$ cat src/sv/packed_pixel_block_cache_assert.svh
// ----------------------------------------------------------------------------
// Packed pixel block cache assertion macros
// Concurrent check macros; define NO_ASSERTIONS to compile them away.
// ----------------------------------------------------------------------------
`ifndef PACKED_PIXEL_BLOCK_CACHE_ASSERT_SVH
`define PACKED_PIXEL_BLOCK_CACHE_ASSERT_SVH

`ifndef NO_ASSERTIONS

// Check that a condition holds at every clock edge outside reset.
`define PPBC_CHECK(label, clk, rst, cond) \
   label: assert property (@(posedge clk) disable iff (rst) (cond)) \
      else $error("ppbc check failed");

// Check that a condition holds in the cycle after a trigger.
`define PPBC_NEXT(label, clk, rst, trig, cond) \
   label: assert property (@(posedge clk) disable iff (rst) (trig) |=> (cond)) \
      else $error("ppbc sequence check failed");

`else

`define PPBC_CHECK(label, clk, rst, cond)

`define PPBC_NEXT(label, clk, rst, trig, cond)

`endif

`endif

$ cat src/sv/ppbc_pkg.sv
`timescale 1ns / 1ps
// ----------------------------------------------------------------------------
// Packed pixel block cache package
// Sizes, register map, controller states, command and status bundles.
// ----------------------------------------------------------------------------
package ppbc_pkg;

   localparam int BLOCK_PIXELS = 64;
   localparam int BLOCK_BITS   = $clog2(BLOCK_PIXELS);
   localparam int NUM_ENTRIES  = 16;
   localparam int ENTRY_BITS   = $clog2(NUM_ENTRIES);
   localparam int MAX_PIXELS   = 1048576;
   localparam int STORE_BITS   = $clog2(MAX_PIXELS);
   localparam int TAG_BITS     = STORE_BITS - BLOCK_BITS;
   localparam int CACHE_DEPTH  = NUM_ENTRIES * BLOCK_PIXELS;
   localparam int CACHE_BITS   = $clog2(CACHE_DEPTH);
   localparam int OFFSET_BITS  = 25;

   localparam logic [1:0] REG_ROW_LENGTH = 2'd0;
   localparam logic [1:0] REG_ROW_COUNT  = 2'd1;
   localparam logic [1:0] REG_PACK_SHIFT = 2'd2;

   typedef enum logic [3:0] {
      ST_CLEAR,
      ST_IDLE,
      ST_CALC,
      ST_LOOK,
      ST_SWEEP,
      ST_WB_RD,
      ST_WB_WR,
      ST_FILL_RD,
      ST_FILL_WR,
      ST_ZERO,
      ST_ACC_RD,
      ST_ACC_WR,
      ST_DONE
   } ppbc_state_type;

   typedef struct packed {
      logic capture;
      logic calc;
      logic look;
      logic sweep;
      logic wb_rd;
      logic wb_wr;
      logic fill_rd;
      logic fill_wr;
      logic zero_wr;
      logic acc_rd;
      logic acc_wr;
      logic clr_step;
      logic out_load;
   } ppbc_cmd_type;

   typedef struct packed {
      logic in_range;
      logic match_any;
      logic victim_free;
      logic victim_wb;
      logic zero_fill;
      logic cnt_last;
      logic clr_last;
   } ppbc_status_type;

   // Bit position of a pixel inside its packed byte, most significant first.
   function automatic logic [2:0] pack_pos(input logic [1:0] shift, input logic [2:0] p);
      logic [2:0] pos;
      case (shift)
         2'd0:    pos = 3'd0;
         2'd1:    pos = {~p[0], 2'b00};
         2'd2:    pos = {~p[1:0], 1'b0};
         2'd3:    pos = ~p;
         default: pos = 3'd0;
      endcase
      return pos;
   endfunction

   function automatic logic [7:0] pack_mask(input logic [1:0] shift);
      logic [7:0] m;
      case (shift)
         2'd0:    m = 8'hff;
         2'd1:    m = 8'h0f;
         2'd2:    m = 8'h03;
         2'd3:    m = 8'h01;
         default: m = 8'hff;
      endcase
      return m;
   endfunction

endpackage

$ cat src/sv/ppbc_ctrl.sv
`timescale 1ns / 1ps
// ----------------------------------------------------------------------------
// Packed pixel block cache controller
// Sequences clear pass, lookup, clock sweep, write-back, fill and access.
// ----------------------------------------------------------------------------
module ppbc_ctrl import ppbc_pkg::*; (
   input  logic            clock,
   input  logic            reset,
   input  logic            req_valid,
   output logic            req_ready,
   input  logic            out_free,
   input  ppbc_status_type status,
   output ppbc_cmd_type    cmd
);

   ppbc_state_type state_ff, state_in;

   always_ff @(posedge clock) begin
      if (reset) begin
         state_ff <= ST_CLEAR;
      end else begin
         state_ff <= state_in;
      end
   end

   always_comb begin
      state_in = state_ff;
      case (state_ff)
         ST_CLEAR: begin
            if (status.clr_last) state_in = ST_IDLE;
         end
         ST_IDLE: begin
            if (req_valid) state_in = ST_CALC;
         end
         ST_CALC: state_in = ST_LOOK;
         ST_LOOK: begin
            if (!status.in_range) begin
               state_in = ST_DONE;
            end else if (status.match_any) begin
               state_in = ST_ACC_RD;
            end else begin
               state_in = ST_SWEEP;
            end
         end
         ST_SWEEP: begin
            if (status.victim_free) begin
               if (status.victim_wb) begin
                  state_in = ST_WB_RD;
               end else if (status.zero_fill) begin
                  state_in = ST_ZERO;
               end else begin
                  state_in = ST_FILL_RD;
               end
            end
         end
         ST_WB_RD: state_in = ST_WB_WR;
         ST_WB_WR: begin
            if (!status.cnt_last) begin
               state_in = ST_WB_RD;
            end else if (status.zero_fill) begin
               state_in = ST_ZERO;
            end else begin
               state_in = ST_FILL_RD;
            end
         end
         ST_FILL_RD: state_in = ST_FILL_WR;
         ST_FILL_WR: state_in = status.cnt_last ? ST_ACC_RD : ST_FILL_RD;
         ST_ZERO: begin
            if (status.cnt_last) state_in = ST_ACC_RD;
         end
         ST_ACC_RD: state_in = ST_ACC_WR;
         ST_ACC_WR: state_in = ST_DONE;
         ST_DONE: begin
            if (out_free) state_in = ST_IDLE;
         end
         default: state_in = ST_IDLE;
      endcase
   end

   always_comb begin
      cmd       = '0;
      req_ready = 1'b0;
      case (state_ff)
         ST_CLEAR:   cmd.clr_step = 1'b1;
         ST_IDLE: begin
            req_ready   = 1'b1;
            cmd.capture = req_valid;
         end
         ST_CALC:    cmd.calc = 1'b1;
         ST_LOOK:    cmd.look = status.in_range;
         ST_SWEEP:   cmd.sweep = 1'b1;
         ST_WB_RD:   cmd.wb_rd = 1'b1;
         ST_WB_WR:   cmd.wb_wr = 1'b1;
         ST_FILL_RD: cmd.fill_rd = 1'b1;
         ST_FILL_WR: cmd.fill_wr = 1'b1;
         ST_ZERO:    cmd.zero_wr = 1'b1;
         ST_ACC_RD:  cmd.acc_rd = 1'b1;
         ST_ACC_WR:  cmd.acc_wr = 1'b1;
         ST_DONE:    cmd.out_load = out_free;
         default:    cmd = '0;
      endcase
   end

endmodule

$ cat config.mk
export PLATFORM = sky130hd
export DESIGN_NAME = ppbc_ctrl
export DESIGN_NICKNAME = d
export VERILOG_FILES = /design/src/sv/packed_pixel_block_cache_assert.svh /design/src/sv/ppbc_pkg.sv /design/src/sv/ppbc_ctrl.sv
export SDC_FILE = /design/constraint.sdc
export NUM_CORES = 1
export LEC_CHECK = 0
export ABC_AREA = 0
export BUFFER_PORTS_ARGS = -buffer_cell sky130_fd_sc_hd__buf_2
export CAP_MARGIN = 20
export CORE_AREA = 2 2 39 41
export CTS_BUF_LIST = sky130_fd_sc_hd__clkbuf_4 sky130_fd_sc_hd__clkbuf_8
export DETAILED_ROUTE_END_ITERATION = 16
export DIE_AREA = 0 0 41 43
export HOLD_SLACK_MARGIN = 0.03
export PLACE_DENSITY = 0.79
export SYNTH_ARGS = -nofsm -noshare
export SYNTH_HDL_FRONTEND = slang
export SYNTH_SLANG_ARGS = --single-unit
export TNS_END_PERCENT = 50
$ cat constraint.sdc
create_clock -name clock -period 2.2 [get_ports clock]
set_input_delay 0.11 -clock clock [delete_from_list [all_inputs] [get_ports clock]]
set_output_delay 0.11 -clock clock [all_outputs]
set_load 0.005 [all_outputs]
==> run metrics <==
Largest Register=state_ff; sequential fraction of the synthesis area=13.2%; worst vdd ir=0.286 mV; Netlist cell types=38; Row Count=14; clk buf depth=2; initial cell density of the core=43.8%; core area=1380 um^2; WP data arrival=1.99 ns; H-tree level count=1; mux contribution to synthesized area=0%; Async SR Flop Fraction=0%; RSZ-0062 raised after global routing=false; Power Dens Cells=339 nW/um^2; Post-synth EDFFs=0; most frequent cells in the layout=24 x buf_2, 7 x and3_1, 7 x and2_1, 5 x nor2_1, 5 x inv_1; clock sink total=4; Synth Area in Adders=8.26%; drt drc=0; wire per inst=11.2 um; Cell Chain, Critical Path=inv_1 > ha_1 > nor2b_2 > a2111oi_4 > nor3_1 > a32o_1; Iter 0 DRT Violations=15; Synth Net Count=95; Die ar.=1760 um^2; die width=41 um; largest net degree at the start of global routing=22; Max Cap Viol=0; Setup WS pre-CTS=0.346 ns; CTS tree=built; placer congestion estimate=0.814; Crit Path Class=flop to flop; via count=620; Root Driver=clkbuf_4; Clock Latency Late Sink=0.23 ns; first-pass GRT wire length=2000 um; biggest regs=state_ff x4; total track usage=16.4%; fin. max-slew vios=0; Vias/cell=5.30; setup TNS=0 ns; status=completed; leakage=0.404 nW; reg2reg path depth=6; hpwl dp=1010 um; initial antenna violation count=0; worst hold path type=input port to flop; Routed Wire Length=1310 um; CTS Hold Bufs=0; setup repair bufs after CTS=0; Worst Tran Pin Value=0.606 ns; post-synthesis simple-gate area fraction=36.6%; FF+latch count, synth=4; Final Hold Vio Count=0; startpoint types=flop; fraction of layout cells with a size suffix above 1=35.6%; clock transition at the registers of the reported paths=0.03 ns; Routed Antenna Nets=0; critical path endpoint category=flop; final period utilization=85.0%; Critical Path Max Stage Delay=0.39 ns; main flop type after synthesis=dfxtp_1; Port-buffer cells=24; Worst Path Max Fanout=14; commonest non-fill, non-tap cell in the layout=buf_2; hold depth=2; Compound-Gate Fraction of Synth Area=32.9%; Max stage delay cell, worst path=a2111oi_4; gr ovfl total=0; main combinational cell family by area after synthesis=simple AND/OR/NAND/NOR gates; CTS Buf Count=3; final setup vio count=0; number of global-route vias before repair=497; Resize count post-CTS=0; fin crit period=1.87 ns; Max Fclk=535 MHz; P&R area growth vs syn=22.1%; Syn Area/Cell=7.57 um^2; Setup WS post-layout=0.330 ns; Final #Nets=118; Die Ht=43 um; XOR/XNOR Fraction of Synth Area=0%; post-synthesis cell area=606 um^2; instance count of the mapped netlist=80; yosys warns=0; number of flip-flops in the largest register=4; DRT Pass-1 Iters=4; Slew Limit Headroom=59.6%; Antenna diodes=0; IO Pins=25; CP Data Required Time=2.32 ns; clock skew after layout=0.000324 ns
per-stage QoR:
step           instance area [um^2]  power (mW)  hold WS (ns)  util (%)  instances
2_1_floorplan                   606       0.139         0.178         -         80
6_report                        739       0.251        0.0560      53.4        117
5_1_grt                         739       0.270        0.0655      53.4        117
3_3_place_gp                    717       0.163         0.290      51.8        114
3_5_place_dp                    717       0.164         0.298      51.8        114
4_1_cts                         739       0.255        0.0497      53.4        117
layout make-up:
| type | instances | area, um^2 |
|---|---|---|
| Clock buffer | 3 | 22.5 |
| Fill cell | 137 | 644 |
| Inverter | 7 | 26.3 |
| Multi-Input combinational cell | 63 | 470 |
| Sequential cell | 4 | 80.1 |
| Tap cell | 16 | 20.0 |
| Timing Repair Buffer | 24 | 120 |
cell families after synthesis:
logic type      after synthesis
compound gates               23
flops                         4
buf+inv                      13
simple gates                 36
fa+ha+maj                     4
worst max-delay path: cells and delay by family, from the launching register on:
family	cells	cell delay, ns
AO/OA/AOI/OAI	2	0.66
adder cells (fa/ha/maj)	1	0.34
buffers and inverters	1	0.08
flip-flops	1	0.37
AND/OR/NAND/NOR	2	0.31
worst paths after layout:
| check | from | to | slack [ns] |
|---|---|---|---|
| setup / recovery | state_ff[2] | state_ff[2] | 0.33 |
| hold reg to reg | state_ff[2] | state_ff[2] | 0.57 |
| setup reg to reg | state_ff[2] | state_ff[2] | 0.33 |
| hold / removal | reset | state_ff[0] | 0.06 |
synthesized netlist by cell type, drive strengths merged, types with 4 or more instances:
master  count  area share [%]
and2        7             7.2
and3        8             9.1
buf         5             4.1
dfxtp       4              13
ha          4             8.3
inv         7             4.3
nand2       4             2.5
nand2b      4             5.4
nor2        5             3.1
power by group:
part,leakage [nW],internal [mW],switching (mW)
Combinational,0.358,0.0402,0.0355
Clock,0.0138,0.0608,0.0267
Sequential,0.0325,0.0757,0.0115
layer usage:
layer | up-vias | part of all wire (%) | routed length, um | global-route usage (%)
met5 | - | 0 | 0 | 0
met1 | 267 | 47 | 623 | 20.3
li1 | 332 | - | - | -
met4 | 0 | 0.91 | 12 | 8.67
met2 | 19 | 46 | 598 | 25.3
met3 | 2 | 6.0 | 79 | 3.14
No activity file was read; power rests on OpenSTA's default activity.
